<file path="config.mk">
export PLATFORM = sky130hd
export DESIGN_NAME = canyon_multiple_reflection_solver_unit
export DESIGN_NICKNAME = d
export VERILOG_FILES = /design/src/hw/rtl/cmrs_pkg.sv /design/src/hw/rtl/cmrs_div.sv /design/src/hw/rtl/cmrs_datapath.sv /design/src/hw/rtl/cmrs_ctrl.sv /design/src/hw/rtl/canyon_multiple_reflection_solver_unit.sv
export SDC_FILE = /design/constraint.sdc
export NUM_CORES = 2
export LEC_CHECK = 0
export ABC_CLOCK_PERIOD_IN_PS = 25300
export BUFFER_PORTS_ARGS = -buffer_cell sky130_fd_sc_hd__buf_2
export CAP_MARGIN = 40
export CORE_MARGIN = 1.5
export CORE_UTILIZATION = 30
export DETAILED_ROUTE_END_ITERATION = 12
export GPL_TIMING_DRIVEN = 0
export PLACE_DENSITY = 0.54
export RECOVER_POWER = 50
export SLEW_MARGIN = 20
export SYNTH_ARGS = -nofsm -noshare
export SYNTH_HDL_FRONTEND = slang
export SYNTH_SLANG_ARGS = --single-unit
export TNS_END_PERCENT = 20
</file>
<file path="constraint.sdc">
create_clock -name i_clk -period 25.3 [get_ports i_clk]
set_clock_uncertainty 0.15 [all_clocks]
set_input_delay 1.265 -clock i_clk [delete_from_list [all_inputs] [get_ports i_clk]]
set_output_delay 1.265 -clock i_clk [all_outputs]
set_load 0.05 [all_outputs]
</file>
<file path="src/hw/rtl/cmrs_pkg.sv">
// Shared types, register map and step program of the canyon reflection solver.
package cmrs_pkg;

    localparam int CFG_ADDR_W = 5;

    localparam logic [2:0] REG_ASPECT     = 3'd0;
    localparam logic [2:0] REG_VF_SKY_RD  = 3'd1;
    localparam logic [2:0] REG_VF_WALL_RD = 3'd2;
    localparam logic [2:0] REG_VF_SKY_WL  = 3'd3;
    localparam logic [2:0] REG_VF_RD_WL   = 3'd4;
    localparam logic [2:0] REG_VF_FACING  = 3'd5;
    localparam logic [2:0] REG_PERVIOUS   = 3'd6;
    localparam logic [2:0] REG_THRESHOLD  = 3'd7;

    localparam logic [23:0] RST_ASPECT    = 24'd65536;
    localparam logic [16:0] RST_PERVIOUS  = 17'd10923;
    localparam logic [31:0] RST_THRESHOLD = 32'd2684;
    localparam logic [16:0] ONE_Q16       = 17'd65536;

    localparam logic [4:0] COMMON_LAST = 5'd20;

    typedef struct packed {
        logic [23:0] aspect;
        logic [16:0] vf_sky_road;
        logic [16:0] vf_wall_road;
        logic [16:0] vf_sky_wall;
        logic [16:0] vf_road_wall;
        logic [16:0] vf_facing;
        logic [16:0] w_per;
        logic [31:0] threshold;
    } t_cfg;

    typedef enum logic [4:0] {
        ST_NOP,
        ST_LOAD,
        ST_ABS_IMP,
        ST_ABS_PER,
        ST_ABS_SUN,
        ST_ABS_SHADE,
        ST_ACC,
        ST_REF_IMP,
        ST_REF_PER,
        ST_REF_SUN,
        ST_REF_SHADE,
        ST_R2W_A,
        ST_R2W_B,
        ST_R2W_C,
        ST_R2W_D,
        ST_S2R,
        ST_S2O,
        ST_H2R,
        ST_H2O,
        ST_SKY_IMP,
        ST_SKY_PER,
        ST_SKY_SUN,
        ST_SKY_SHADE,
        ST_SUMROAD,
        ST_ROAD,
        ST_WALLS,
        ST_RABS_IMP,
        ST_RABS_PER,
        ST_CRIT
    } t_step;

    typedef enum logic [3:0] {
        S_IDLE,
        S_COMMON,
        S_SUM,
        S_ROAD,
        S_DIVWAIT,
        S_WALLS,
        S_RABS_IMP,
        S_RABS_PER,
        S_CRIT,
        S_CHECK,
        S_DONE
    } t_state;

    typedef struct packed {
        t_step step;
    } t_cmd;

    typedef struct packed {
        logic div_done;
        logic stop;
    } t_status;

    // absorb, reflect and exchange steps shared by the first pass and each round
    function automatic t_step common_step(input logic [4:0] pc);
        t_step s;
        case (pc)
            5'd0:    s = ST_ABS_IMP;
            5'd1:    s = ST_ABS_PER;
            5'd2:    s = ST_ABS_SUN;
            5'd3:    s = ST_ABS_SHADE;
            5'd4:    s = ST_ACC;
            5'd5:    s = ST_REF_IMP;
            5'd6:    s = ST_REF_PER;
            5'd7:    s = ST_REF_SUN;
            5'd8:    s = ST_REF_SHADE;
            5'd9:    s = ST_R2W_A;
            5'd10:   s = ST_R2W_B;
            5'd11:   s = ST_R2W_C;
            5'd12:   s = ST_R2W_D;
            5'd13:   s = ST_S2R;
            5'd14:   s = ST_S2O;
            5'd15:   s = ST_H2R;
            5'd16:   s = ST_H2O;
            5'd17:   s = ST_SKY_IMP;
            5'd18:   s = ST_SKY_PER;
            5'd19:   s = ST_SKY_SUN;
            5'd20:   s = ST_SKY_SHADE;
            default: s = ST_NOP;
        endcase
        return s;
    endfunction

    function automatic logic [16:0] complement(input logic [16:0] f);
        return (f >= ONE_Q16) ? 17'd0 : ONE_Q16 - f;
    endfunction

endpackage

</file>
<file path="src/hw/rtl/cmrs_div.sv">
// Bit-serial restoring divider: round(x * 2^16 / h), saturating.
module cmrs_div import cmrs_pkg::*; #(
    parameter int RW = 32
) (
    input  logic          i_clk,
    input  logic          i_rst_n,
    input  logic          i_start,
    input  logic [RW-1:0] i_x,
    input  logic [23:0]   i_h,
    output logic          o_done,
    output logic [RW-1:0] o_q
);
    localparam int NW = RW + 16;
    localparam int CW = $clog2(NW + 1);
    localparam logic [RW-1:0] RAD_MAX = '1;

    logic [NW-1:0] r_num, r_q;
    logic [23:0]   r_rem, r_h;
    logic [CW-1:0] r_cnt;
    logic          r_busy, r_done;

    logic [24:0] rem_sh;
    logic        fits;
    logic [24:0] rem_sub;
    logic        inc;
    logic [NW:0] q_rnd;

    assign rem_sh  = {r_rem, r_num[NW-1]};
    assign fits    = rem_sh >= {1'b0, r_h};
    assign rem_sub = rem_sh - {1'b0, r_h};
    assign inc     = {r_rem, 1'b0} >= {1'b0, r_h};
    assign q_rnd   = {1'b0, r_q} + (NW+1)'(inc);
    assign o_q     = (q_rnd > (NW+1)'(RAD_MAX)) ? RAD_MAX : RW'(q_rnd);
    assign o_done  = r_done;

    always_ff @(posedge i_clk) begin
        if (!i_rst_n) begin
            r_busy <= 1'b0;
            r_done <= 1'b0;
            r_cnt  <= '0;
        end else if (i_start) begin
            r_busy <= 1'b1;
            r_done <= 1'b0;
            r_cnt  <= CW'(NW);
        end else if (r_busy) begin
            r_cnt <= r_cnt - 1'b1;
            if (r_cnt == CW'(1)) begin
                r_busy <= 1'b0;
                r_done <= 1'b1;
            end
        end
    end

    always_ff @(posedge i_clk) begin
        if (i_start) begin
            r_num <= {i_x, 16'd0};
            r_h   <= (i_h == 24'd0) ? 24'd1 : i_h;
            r_rem <= '0;
            r_q   <= '0;
        end else if (r_busy) begin
            r_num <= {r_num[NW-2:0], 1'b0};
            r_rem <= fits ? rem_sub[23:0] : rem_sh[23:0];
            r_q   <= {r_q[NW-2:0], fits};
        end
    end

endmodule

</file>
<file path="src/hw/rtl/cmrs_datapath.sv">
// Datapath: working registers, one shared fraction multiplier, adders and the divider.
module cmrs_datapath import cmrs_pkg::*; #(
    parameter int RW = 32
) (
    input  logic        i_clk,
    input  logic        i_rst_n,
    input  t_cmd        i_cmd,
    input  t_cfg        i_cfg,
    input  logic [31:0] i_road_incident,
    input  logic [31:0] i_sunwall_incident,
    input  logic [31:0] i_shadewall_incident,
    input  logic [16:0] i_albedo_impervious,
    input  logic [16:0] i_albedo_pervious,
    input  logic [16:0] i_albedo_sunwall,
    input  logic [16:0] i_albedo_shadewall,
    output t_status     o_status,
    output logic [31:0] o_abs_impervious,
    output logic [31:0] o_abs_pervious,
    output logic [31:0] o_abs_sunwall,
    output logic [31:0] o_abs_shadewall,
    output logic [31:0] o_sky_impervious,
    output logic [31:0] o_sky_pervious,
    output logic [31:0] o_sky_sunwall,
    output logic [31:0] o_sky_shadewall
);
    localparam int HW = (RW > 16) ? RW - 16 : 1;
    localparam logic [RW-1:0] RAD_MAX = '1;

    function automatic logic [RW-1:0] add_rad(input logic [RW-1:0] a, input logic [RW-1:0] b);
        logic [RW:0] s;
        s = {1'b0, a} + {1'b0, b};
        return s[RW] ? RAD_MAX : s[RW-1:0];
    endfunction

    function automatic logic [RW-1:0] clip_in(input logic [31:0] v);
        return (64'(v) > 64'(RAD_MAX)) ? RAD_MAX : RW'(v);
    endfunction

    function automatic logic [31:0] out32(input logic [RW-1:0] v);
        return (64'(v) > 64'h0000_0000_FFFF_FFFF) ? 32'hFFFF_FFFF : 32'(v);
    endfunction

    logic [RW-1:0] r_road, r_sun, r_shade;
    logic [RW-1:0] r_abs [4];
    logic [RW-1:0] r_tabs [4];
    logic [RW-1:0] r_tsky [4];
    logic [RW-1:0] r_ref [4];
    logic [RW-1:0] r_t1, r_t2, r_r2w, r_s2r, r_s2o, r_h2r, r_h2o, r_rabs;
    logic [16:0]   r_alb [4];
    logic [16:0]   r_cmp [4];
    logic [16:0]   r_wimp, r_wper;
    logic          r_stop;

    logic [RW-1:0]  mul_x, mac_add, mul_p, mac_s;
    logic [23:0]    mul_k;
    logic [HW+15:0] xe;
    logic [HW+23:0] p_hi;
    logic [40:0]    p_lo;
    logic [HW+24:0] p_sum;
    logic           div_start, div_done;
    logic [RW-1:0]  div_q;

    always_comb begin
        mul_x   = r_road;
        mul_k   = 24'd0;
        mac_add = '0;
        case (i_cmd.step)
            ST_ABS_IMP:   begin mul_x = r_road;   mul_k = 24'(r_cmp[0]); end
            ST_ABS_PER:   begin mul_x = r_road;   mul_k = 24'(r_cmp[1]); end
            ST_ABS_SUN:   begin mul_x = r_sun;    mul_k = 24'(r_cmp[2]); end
            ST_ABS_SHADE: begin mul_x = r_shade;  mul_k = 24'(r_cmp[3]); end
            ST_REF_IMP:   begin mul_x = r_road;   mul_k = 24'(r_alb[0]); end
            ST_REF_PER:   begin mul_x = r_road;   mul_k = 24'(r_alb[1]); end
            ST_REF_SUN:   begin mul_x = r_sun;    mul_k = 24'(r_alb[2]); end
            ST_REF_SHADE: begin mul_x = r_shade;  mul_k = 24'(r_alb[3]); end
            ST_R2W_A:     begin mul_x = r_ref[0]; mul_k = 24'(i_cfg.vf_wall_road); end
            ST_R2W_B:     begin mul_x = r_t1;     mul_k = 24'(r_wimp); end
            ST_R2W_C:     begin mul_x = r_ref[1]; mul_k = 24'(i_cfg.vf_wall_road); end
            ST_R2W_D:     begin mul_x = r_t2;     mul_k = 24'(r_wper); mac_add = r_t1; end
            ST_S2R:       begin mul_x = r_ref[2]; mul_k = 24'(i_cfg.vf_road_wall); end
            ST_S2O:       begin mul_x = r_ref[2]; mul_k = 24'(i_cfg.vf_facing); end
            ST_H2R:       begin mul_x = r_ref[3]; mul_k = 24'(i_cfg.vf_road_wall); end
            ST_H2O:       begin mul_x = r_ref[3]; mul_k = 24'(i_cfg.vf_facing); end
            ST_SKY_IMP: begin
                mul_x = r_ref[0]; mul_k = 24'(i_cfg.vf_sky_road); mac_add = r_tsky[0];
            end
            ST_SKY_PER: begin
                mul_x = r_ref[1]; mul_k = 24'(i_cfg.vf_sky_road); mac_add = r_tsky[1];
            end
            ST_SKY_SUN: begin
                mul_x = r_ref[2]; mul_k = 24'(i_cfg.vf_sky_wall); mac_add = r_tsky[2];
            end
            ST_SKY_SHADE: begin
                mul_x = r_ref[3]; mul_k = 24'(i_cfg.vf_sky_wall); mac_add = r_tsky[3];
            end
            ST_ROAD:      begin mul_x = r_t1;     mul_k = i_cfg.aspect; end
            ST_RABS_IMP:  begin mul_x = r_abs[0]; mul_k = 24'(r_wimp); end
            ST_RABS_PER:  begin mul_x = r_abs[1]; mul_k = 24'(r_wper); mac_add = r_t1; end
            default: ;
        endcase
    end

    // x*k/2^16 rounded, split so the wide part stays within one multiplier
    assign xe    = (HW+16)'(mul_x);
    assign p_hi  = xe[HW+15:16] * mul_k;
    assign p_lo  = xe[15:0] * mul_k + 41'd32768;
    assign p_sum = (HW+25)'(p_hi) + (HW+25)'(p_lo[40:16]);
    assign mul_p = (p_sum > (HW+25)'(RAD_MAX)) ? RAD_MAX : RW'(p_sum);
    assign mac_s = add_rad(mac_add, mul_p);

    assign div_start = (i_cmd.step == ST_SUMROAD);

    cmrs_div #(.RW(RW)) u_div (
        .i_clk   (i_clk),
        .i_rst_n (i_rst_n),
        .i_start (div_start),
        .i_x     (r_r2w),
        .i_h     (i_cfg.aspect),
        .o_done  (div_done),
        .o_q     (div_q)
    );

    always_ff @(posedge i_clk) begin
        if (!i_rst_n) begin
            r_stop <= 1'b0;
        end else if (i_cmd.step == ST_LOAD) begin
            r_stop <= 1'b0;
        end else if (i_cmd.step == ST_CRIT) begin
            r_stop <= (64'(r_rabs) < 64'(i_cfg.threshold))
                   && (64'(r_abs[2]) < 64'(i_cfg.threshold))
                   && (64'(r_abs[3]) < 64'(i_cfg.threshold));
        end
    end

    always_ff @(posedge i_clk) begin
        case (i_cmd.step)
            ST_LOAD: begin
                r_road   <= clip_in(i_road_incident);
                r_sun    <= clip_in(i_sunwall_incident);
                r_shade  <= clip_in(i_shadewall_incident);
                r_alb[0] <= i_albedo_impervious;
                r_alb[1] <= i_albedo_pervious;
                r_alb[2] <= i_albedo_sunwall;
                r_alb[3] <= i_albedo_shadewall;
                r_cmp[0] <= complement(i_albedo_impervious);
                r_cmp[1] <= complement(i_albedo_pervious);
                r_cmp[2] <= complement(i_albedo_sunwall);
                r_cmp[3] <= complement(i_albedo_shadewall);
                r_wper   <= i_cfg.w_per;
                r_wimp   <= complement(i_cfg.w_per);
                for (int i = 0; i < 4; i++) begin
                    r_tabs[i] <= '0;
                    r_tsky[i] <= '0;
                end
            end
            ST_ABS_IMP:   r_abs[0] <= mul_p;
            ST_ABS_PER:   r_abs[1] <= mul_p;
            ST_ABS_SUN:   r_abs[2] <= mul_p;
            ST_ABS_SHADE: r_abs[3] <= mul_p;
            ST_ACC: begin
                for (int i = 0; i < 4; i++) begin
                    r_tabs[i] <= add_rad(r_tabs[i], r_abs[i]);
                end
            end
            ST_REF_IMP:   r_ref[0] <= mul_p;
            ST_REF_PER:   r_ref[1] <= mul_p;
            ST_REF_SUN:   r_ref[2] <= mul_p;
            ST_REF_SHADE: r_ref[3] <= mul_p;
            ST_R2W_A:     r_t1 <= mul_p;
            ST_R2W_B:     r_t1 <= mul_p;
            ST_R2W_C:     r_t2 <= mul_p;
            ST_R2W_D:     r_r2w <= mac_s;
            ST_S2R:       r_s2r <= mul_p;
            ST_S2O:       r_s2o <= mul_p;
            ST_H2R:       r_h2r <= mul_p;
            ST_H2O:       r_h2o <= mul_p;
            ST_SKY_IMP:   r_tsky[0] <= mac_s;
            ST_SKY_PER:   r_tsky[1] <= mac_s;
            ST_SKY_SUN:   r_tsky[2] <= mac_s;
            ST_SKY_SHADE: r_tsky[3] <= mac_s;
            ST_SUMROAD:   r_t1 <= add_rad(r_s2r, r_h2r);
            ST_ROAD:      r_road <= mul_p;
            ST_WALLS: begin
                r_sun   <= add_rad(div_q, r_h2o);
                r_shade <= add_rad(div_q, r_s2o);
            end
            ST_RABS_IMP:  r_t1 <= mul_p;
            ST_RABS_PER:  r_rabs <= mac_s;
            default: ;
        endcase
    end

    assign o_status.div_done = div_done;
    assign o_status.stop     = r_stop;

    assign o_abs_impervious = out32(r_tabs[0]);
    assign o_abs_pervious   = out32(r_tabs[1]);
    assign o_abs_sunwall    = out32(r_tabs[2]);
    assign o_abs_shadewall  = out32(r_tabs[3]);
    assign o_sky_impervious = out32(r_tsky[0]);
    assign o_sky_pervious   = out32(r_tsky[1]);
    assign o_sky_sunwall    = out32(r_tsky[2]);
    assign o_sky_shadewall  = out32(r_tsky[3]);

endmodule

</file>
<file path="src/hw/rtl/cmrs_ctrl.sv">
// Controller: sequences the datapath steps, counts rounds and flags the result.
module cmrs_ctrl import cmrs_pkg::*; #(
    parameter int MAX_ROUNDS = 50
) (
    input  logic       i_clk,
    input  logic       i_rst_n,
    input  logic       i_start,
    input  t_status    i_status,
    output t_cmd       o_cmd,
    output logic       o_busy,
    output logic       o_done,
    output logic [5:0] o_rounds_used
);
    localparam int RCW = $clog2(MAX_ROUNDS + 1);

    t_state         r_state, n_state;
    logic [4:0]     r_pc, n_pc;
    logic           r_in_round, n_in_round;
    logic [RCW-1:0] r_rounds, n_rounds;

    always_ff @(posedge i_clk) begin
        if (!i_rst_n) begin
            r_state    <= S_IDLE;
            r_pc       <= '0;
            r_in_round <= 1'b0;
            r_rounds   <= '0;
        end else begin
            r_state    <= n_state;
            r_pc       <= n_pc;
            r_in_round <= n_in_round;
            r_rounds   <= n_rounds;
        end
    end

    always_comb begin
        n_state    = r_state;
        n_pc       = r_pc;
        n_in_round = r_in_round;
        n_rounds   = r_rounds;
        o_cmd.step = ST_NOP;
        case (r_state)
            S_IDLE: begin
                if (i_start) begin
                    o_cmd.step = ST_LOAD;
                    n_state    = S_COMMON;
                    n_pc       = '0;
                    n_in_round = 1'b0;
                    n_rounds   = '0;
                end
            end
            S_COMMON: begin
                o_cmd.step = common_step(r_pc);
                n_pc       = r_pc + 1'b1;
                if (r_pc == COMMON_LAST) begin
                    n_pc       = '0;
                    n_in_round = 1'b1;
                    n_state    = r_in_round ? S_RABS_IMP : S_SUM;
                end
            end
            S_SUM: begin
                o_cmd.step = ST_SUMROAD;
                n_state    = S_ROAD;
            end
            S_ROAD: begin
                o_cmd.step = ST_ROAD;
                n_state    = S_DIVWAIT;
            end
            S_DIVWAIT: begin
                if (i_status.div_done) begin
                    n_state = S_WALLS;
                end
            end
            S_WALLS: begin
                o_cmd.step = ST_WALLS;
                n_state    = S_COMMON;
            end
            S_RABS_IMP: begin
                o_cmd.step = ST_RABS_IMP;
                n_state    = S_RABS_PER;
            end
            S_RABS_PER: begin
                o_cmd.step = ST_RABS_PER;
                n_state    = S_CRIT;
            end
            S_CRIT: begin
                o_cmd.step = ST_CRIT;
                n_rounds   = r_rounds + 1'b1;
                n_state    = S_CHECK;
            end
            S_CHECK: begin
                if (!i_status.stop && (r_rounds < RCW'(MAX_ROUNDS))) begin
                    n_state = S_SUM;
                end else begin
                    n_state = S_DONE;
                end
            end
            S_DONE: begin
                n_state = S_IDLE;
            end
            default: begin
                n_state = S_IDLE;
            end
        endcase
    end

    assign o_busy        = (r_state != S_IDLE);
    assign o_done        = (r_state == S_DONE);
    assign o_rounds_used = (32'(r_rounds) > 32'd63) ? 6'd63 : 6'(r_rounds);

endmodule

</file>
<file path="src/hw/rtl/canyon_multiple_reflection_solver_unit.sv">
// Top level of the street canyon shortwave multiple reflection solver.
//
//  Channel   Direction  Handshake             Contents
//  command   in         start && !busy        three incidents, four albedos
//  result    out        o_done, one cycle     four absorbed, four sky, rounds, converged
//  config    in         APB psel/penable      eight registers at 4*index
//
// One transaction is a load and a pass of the common steps, then the rounds and the
// result; each round runs the bit-serial aspect divider and 28 other steps, 23 of
// them through the single fraction multiplier.
// Synchronous active-low reset returns the controller to idle and the configuration registers to
// their reset values. The result is shown for exactly one cycle and cannot be stalled.
module canyon_multiple_reflection_solver_unit import cmrs_pkg::*; #(
    parameter int MAX_ROUNDS = 50,
    parameter int RAD_WIDTH  = 32
) (
    input  logic                  i_clk,
    input  logic                  i_rst_n,
    input  logic                  start,
    output logic                  busy,
    input  logic [31:0]           i_road_incident,
    input  logic [31:0]           i_sunwall_incident,
    input  logic [31:0]           i_shadewall_incident,
    input  logic [16:0]           i_albedo_impervious,
    input  logic [16:0]           i_albedo_pervious,
    input  logic [16:0]           i_albedo_sunwall,
    input  logic [16:0]           i_albedo_shadewall,
    output logic                  o_done,
    output logic [31:0]           o_abs_impervious,
    output logic [31:0]           o_abs_pervious,
    output logic [31:0]           o_abs_sunwall,
    output logic [31:0]           o_abs_shadewall,
    output logic [31:0]           o_sky_impervious,
    output logic [31:0]           o_sky_pervious,
    output logic [31:0]           o_sky_sunwall,
    output logic [31:0]           o_sky_shadewall,
    output logic [5:0]            o_rounds_used,
    output logic                  o_converged,
    input  logic                  psel,
    input  logic                  penable,
    input  logic                  pwrite,
    input  logic [CFG_ADDR_W-1:0] paddr,
    input  logic [31:0]           pwdata,
    output logic [31:0]           prdata,
    output logic                  pready
);
    t_cfg    r_cfg;
    t_cmd    cmd;
    t_status status;
    logic    cfg_wr;
    logic [2:0] cfg_idx;

    assign pready  = 1'b1;
    assign cfg_wr  = psel && penable && pwrite && pready;
    assign cfg_idx = paddr[4:2];

    always_ff @(posedge i_clk) begin
        if (!i_rst_n) begin
            r_cfg.aspect       <= RST_ASPECT;
            r_cfg.vf_sky_road  <= '0;
            r_cfg.vf_wall_road <= '0;
            r_cfg.vf_sky_wall  <= '0;
            r_cfg.vf_road_wall <= '0;
            r_cfg.vf_facing    <= '0;
            r_cfg.w_per        <= RST_PERVIOUS;
            r_cfg.threshold    <= RST_THRESHOLD;
        end else if (cfg_wr) begin
            case (cfg_idx)
                REG_ASPECT:     r_cfg.aspect       <= pwdata[23:0];
                REG_VF_SKY_RD:  r_cfg.vf_sky_road  <= pwdata[16:0];
                REG_VF_WALL_RD: r_cfg.vf_wall_road <= pwdata[16:0];
                REG_VF_SKY_WL:  r_cfg.vf_sky_wall  <= pwdata[16:0];
                REG_VF_RD_WL:   r_cfg.vf_road_wall <= pwdata[16:0];
                REG_VF_FACING:  r_cfg.vf_facing    <= pwdata[16:0];
                REG_PERVIOUS:   r_cfg.w_per        <= pwdata[16:0];
                REG_THRESHOLD:  r_cfg.threshold    <= pwdata;
                default: ;
            endcase
        end
    end

    always_comb begin
        case (cfg_idx)
            REG_ASPECT:     prdata = 32'(r_cfg.aspect);
            REG_VF_SKY_RD:  prdata = 32'(r_cfg.vf_sky_road);
            REG_VF_WALL_RD: prdata = 32'(r_cfg.vf_wall_road);
            REG_VF_SKY_WL:  prdata = 32'(r_cfg.vf_sky_wall);
            REG_VF_RD_WL:   prdata = 32'(r_cfg.vf_road_wall);
            REG_VF_FACING:  prdata = 32'(r_cfg.vf_facing);
            REG_PERVIOUS:   prdata = 32'(r_cfg.w_per);
            REG_THRESHOLD:  prdata = r_cfg.threshold;
            default:        prdata = 32'd0;
        endcase
    end

    cmrs_ctrl #(.MAX_ROUNDS(MAX_ROUNDS)) u_ctrl (
        .i_clk         (i_clk),
        .i_rst_n       (i_rst_n),
        .i_start       (start),
        .i_status      (status),
        .o_cmd         (cmd),
        .o_busy        (busy),
        .o_done        (o_done),
        .o_rounds_used (o_rounds_used)
    );

    cmrs_datapath #(.RW(RAD_WIDTH)) u_dp (
        .i_clk                (i_clk),
        .i_rst_n              (i_rst_n),
        .i_cmd                (cmd),
        .i_cfg                (r_cfg),
        .i_road_incident      (i_road_incident),
        .i_sunwall_incident   (i_sunwall_incident),
        .i_shadewall_incident (i_shadewall_incident),
        .i_albedo_impervious  (i_albedo_impervious),
        .i_albedo_pervious    (i_albedo_pervious),
        .i_albedo_sunwall     (i_albedo_sunwall),
        .i_albedo_shadewall   (i_albedo_shadewall),
        .o_status             (status),
        .o_abs_impervious     (o_abs_impervious),
        .o_abs_pervious       (o_abs_pervious),
        .o_abs_sunwall        (o_abs_sunwall),
        .o_abs_shadewall      (o_abs_shadewall),
        .o_sky_impervious     (o_sky_impervious),
        .o_sky_pervious       (o_sky_pervious),
        .o_sky_sunwall        (o_sky_sunwall),
        .o_sky_shadewall      (o_sky_shadewall)
    );

    assign o_converged = status.stop;

endmodule

</file>
==> flow_summary.ini <==
[synthesis]
ys_top_cells_by_count = 1187 x nand2_1, 1090 x edfxtp_1, 913 x inv_1
ys_warn_count = 0
syn_avg_cell_area_sq_um = 10.2
synthCells = 9234
synth_ff_type = edfxtp_1
synth_edf_count = 1090
synth_area_leaders = edfxtp_1 35%, fa_1 14%, ha_1 8.5%, dfxtp_1 5.5%, nand2_1 4.7%
syn-num-nets = 10700
netlist_area_sq_um = 94100
synth_seq_cells = 1350
yosysUniqueCellTypes = 107
yosysMostFrequentCell = nand2_1
synth_top_area_share_pct = 34.8
synth.yosys.seq_area_share_pct = 40.3
yosysTopAreaCell = edfxtp_1
async_flop_share_pct = 0

[worst_setup_path]
crit_type = register to register
cp_top_family = compound AO/OA/AOI/OAI gates
cp.arrival_ns = 24.73
required_ns = 25.70
critical_path.max_stage_delay_ns = 0.84
cp-end-kind = register
start_kind = register
crit_path_max_fanout = 14
path_buf_inv = 15
slowest_stage = a211oi_1
path_common_cell = fa_1

[placed_design]
dpl-instance-area_sq_um = 104000
routabilityCongestion = 1.04
dpl.hpwl_microns = 338000
io_buffer_count = 482

[cells_and_area]
drive_gt1_share_pct = 6.49
finish.instance_area_sq_um = 108000
n_fill_cell = 31700
nets = 11500
area_delta_synth_final_pct = 14.8

[hold_path]
min_path_type = register to register

[clock_network]
hold_buffers = 0
root_buffer = clkbuf_16
clk_pin_slew_ns = 0.06
clk_latency_ns = 0.89
cts_tree = yes
numCtsBuffers = 159
htreeDepth = 4
cts_sinks = 1350
cts.path.max_buffers = 3

[job]
drv_cap = 15

[floorplanning]
die_y_microns = 563
die_area_sq_um = 317000
fp.coreArea_sq_um = 312000
initial_core_util_pct = 30.2
die_w_microns = 563
io_pins = 505
rows = 205

[sta]
grt_setup_unrepaired = no
fin_crit_ns = 24.33
hold_violations = 0
tightest_slew_ns = 3.02
slew_viol_final = 467
finalSetupViolCount = 0
period_share_pct = 96.2
max_freq_ghz = 0.0411
max-slew-margin-rel_pct = -103

[global_route]
grt_pass1_vias = 75800
grt_usage_pct = 25.5
grt_pass1_wl_microns = 573000
grt_max_degree = 109
gr-total-overflow = 0
grt_antenna_before_repair = 27

[drt]
drt_first_pass_iters = 7
via_per_inst = 5.43
wl_per_cell_microns = 29.0
drt-total-wl_microns = 414000
vias = 77500
postRouteAntennaNets = 0
dr.first_iter.drc_count = 8943
remaining_drc_errors = 0

[run_status]
status = complete, but fails checks
violations = max-capacitance violations, max-slew violations
==> layer usage <==
metal	GRT usage (%)	up-vias	wire, microns
li1	-	33700	-
met1	33.7	39200	171000
met2	39.2	3941	180000
met3	5.31	706	37700
met4	13.7	14	25400
met5	0	-	92
==> layout make-up <==
class | instances | area [sq um] | share of cell area (%)
multi-input combinational | 6516 | 51200 | 47.4
sequential | 1350 | 37900 | 35.1
tap | 4140 | 5180 | 4.79
clock buffer | 200 | 4230 | 3.91
inverter | 916 | 3440 | 3.18
timing repair buffer | 599 | 3210 | 2.97
buffer | 452 | 1770 | 1.63
clock inverter | 93 | 1070 | 0.988
antenna | 19 | 47.5 | 0.0440
==> timing repair <==
item,in CTS,in global routing
endpoints found under the setup margin,0,153
gates resized for setup,0,4
buffers inserted,0,1
==> logic make-up after synthesis <==
logic type | after synthesis | synth area share, %
other | 1 | 0.00398
flip-flops | 1350 | 40.3
multiplexers | 111 | 1.31
adder cells (fa/ha/maj) | 1290 | 22.3
XOR/XNOR | 369 | 3.43
AND/OR/NAND/NOR | 2929 | 13.7
AO/OA/AOI/OAI | 1816 | 13.4
buffers and inverters | 1368 | 5.52
==> worst reg2reg max path, delay by kind of cell, from the launching register on <==
family	cells	cell delay (ns)
buffers and inverters	15	3.73
adders and majority gates	13	5.97
DFF	1	0.29
xor gates and xnor gates	2	0.73
and+or+nand+nor	17	4.71
AOI/OAI and AO/OA	27	8.44
==> cells in the final DEF, fill, tap and decap left out, types with 184 or more instances in the layout <==
master	instances
o21ai_0	210
dfxtp_1	260
nand2_1	1162
clkbuf_1	793
xnor2_1	191
fa_1	647
edfxtp_1	1090
a21oi_1	427
inv_1	913
ha_1	643
nor2_1	900
a22oi_1	184
==> final timing paths <==
| path | startpoint | end | slack, ns | cells past startpoint |
|---|---|---|---|---|
| worst max register to register | u_ctrl.r_state[3] | u_dp.r_rabs[21] | 0.97 | 74 |
| worst max-delay path | u_ctrl.r_state[3] | u_dp.r_rabs[21] | 0.97 | 74 |
| worst min-delay path | r_cfg[25] | r_cfg[25] | 0.32 | 2 |
| worst min register to register | r_cfg[25] | r_cfg[25] | 0.32 | 2 |
==> registers in the layout (all words and copies together) (netlist names), 24 cells and up, named ones only <==
signal and count:
u_dp.r_abs 128, u_dp.r_shade 32, u_dp.r_h2r 32, u_dp.r_r2w 32, u_dp.r_alb 68, u_dp.u_div.r_rem 24
u_dp.r_t1 32, u_dp.u_div.r_h 24, u_dp.r_rabs 32, u_dp.r_road 32, u_dp.r_s2o 32, u_dp.r_cmp 68
u_dp.r_t2 32, u_dp.r_tsky 128, u_dp.r_tabs 128, u_dp.r_sun 32, u_dp.r_ref 128, u_dp.r_h2o 32
u_dp.u_div.r_num 32, u_dp.r_s2r 32, u_dp.u_div.r_q 48, r_cfg 158
==> through the flow <==
| step | setup slack (ns) | hold slack [ns] | utilization (%) | instances | TNS [ns] |
|---|---|---|---|---|---|
| after CTS | 0.588 | 0.323 | 34.9 | 14300 | 0 |
| after floorplan | 6.32 | 0.290 | - | 9234 | 0 |
| final | 0.973 | 0.319 | 34.6 | 14300 | 0 |
| after global routing | 0.121 | 0.338 | 34.6 | 14300 | 0 |
| after detailed placement | 0.0927 | 0.315 | 33.2 | 14000 | 0 |
| after global placement | -2.34 | 0.305 | 32.6 | 13900 | -397.75 |
Power is not shown: default switching activity piles up to over one toggle a cycle in this logic, so the estimate is an artifact.
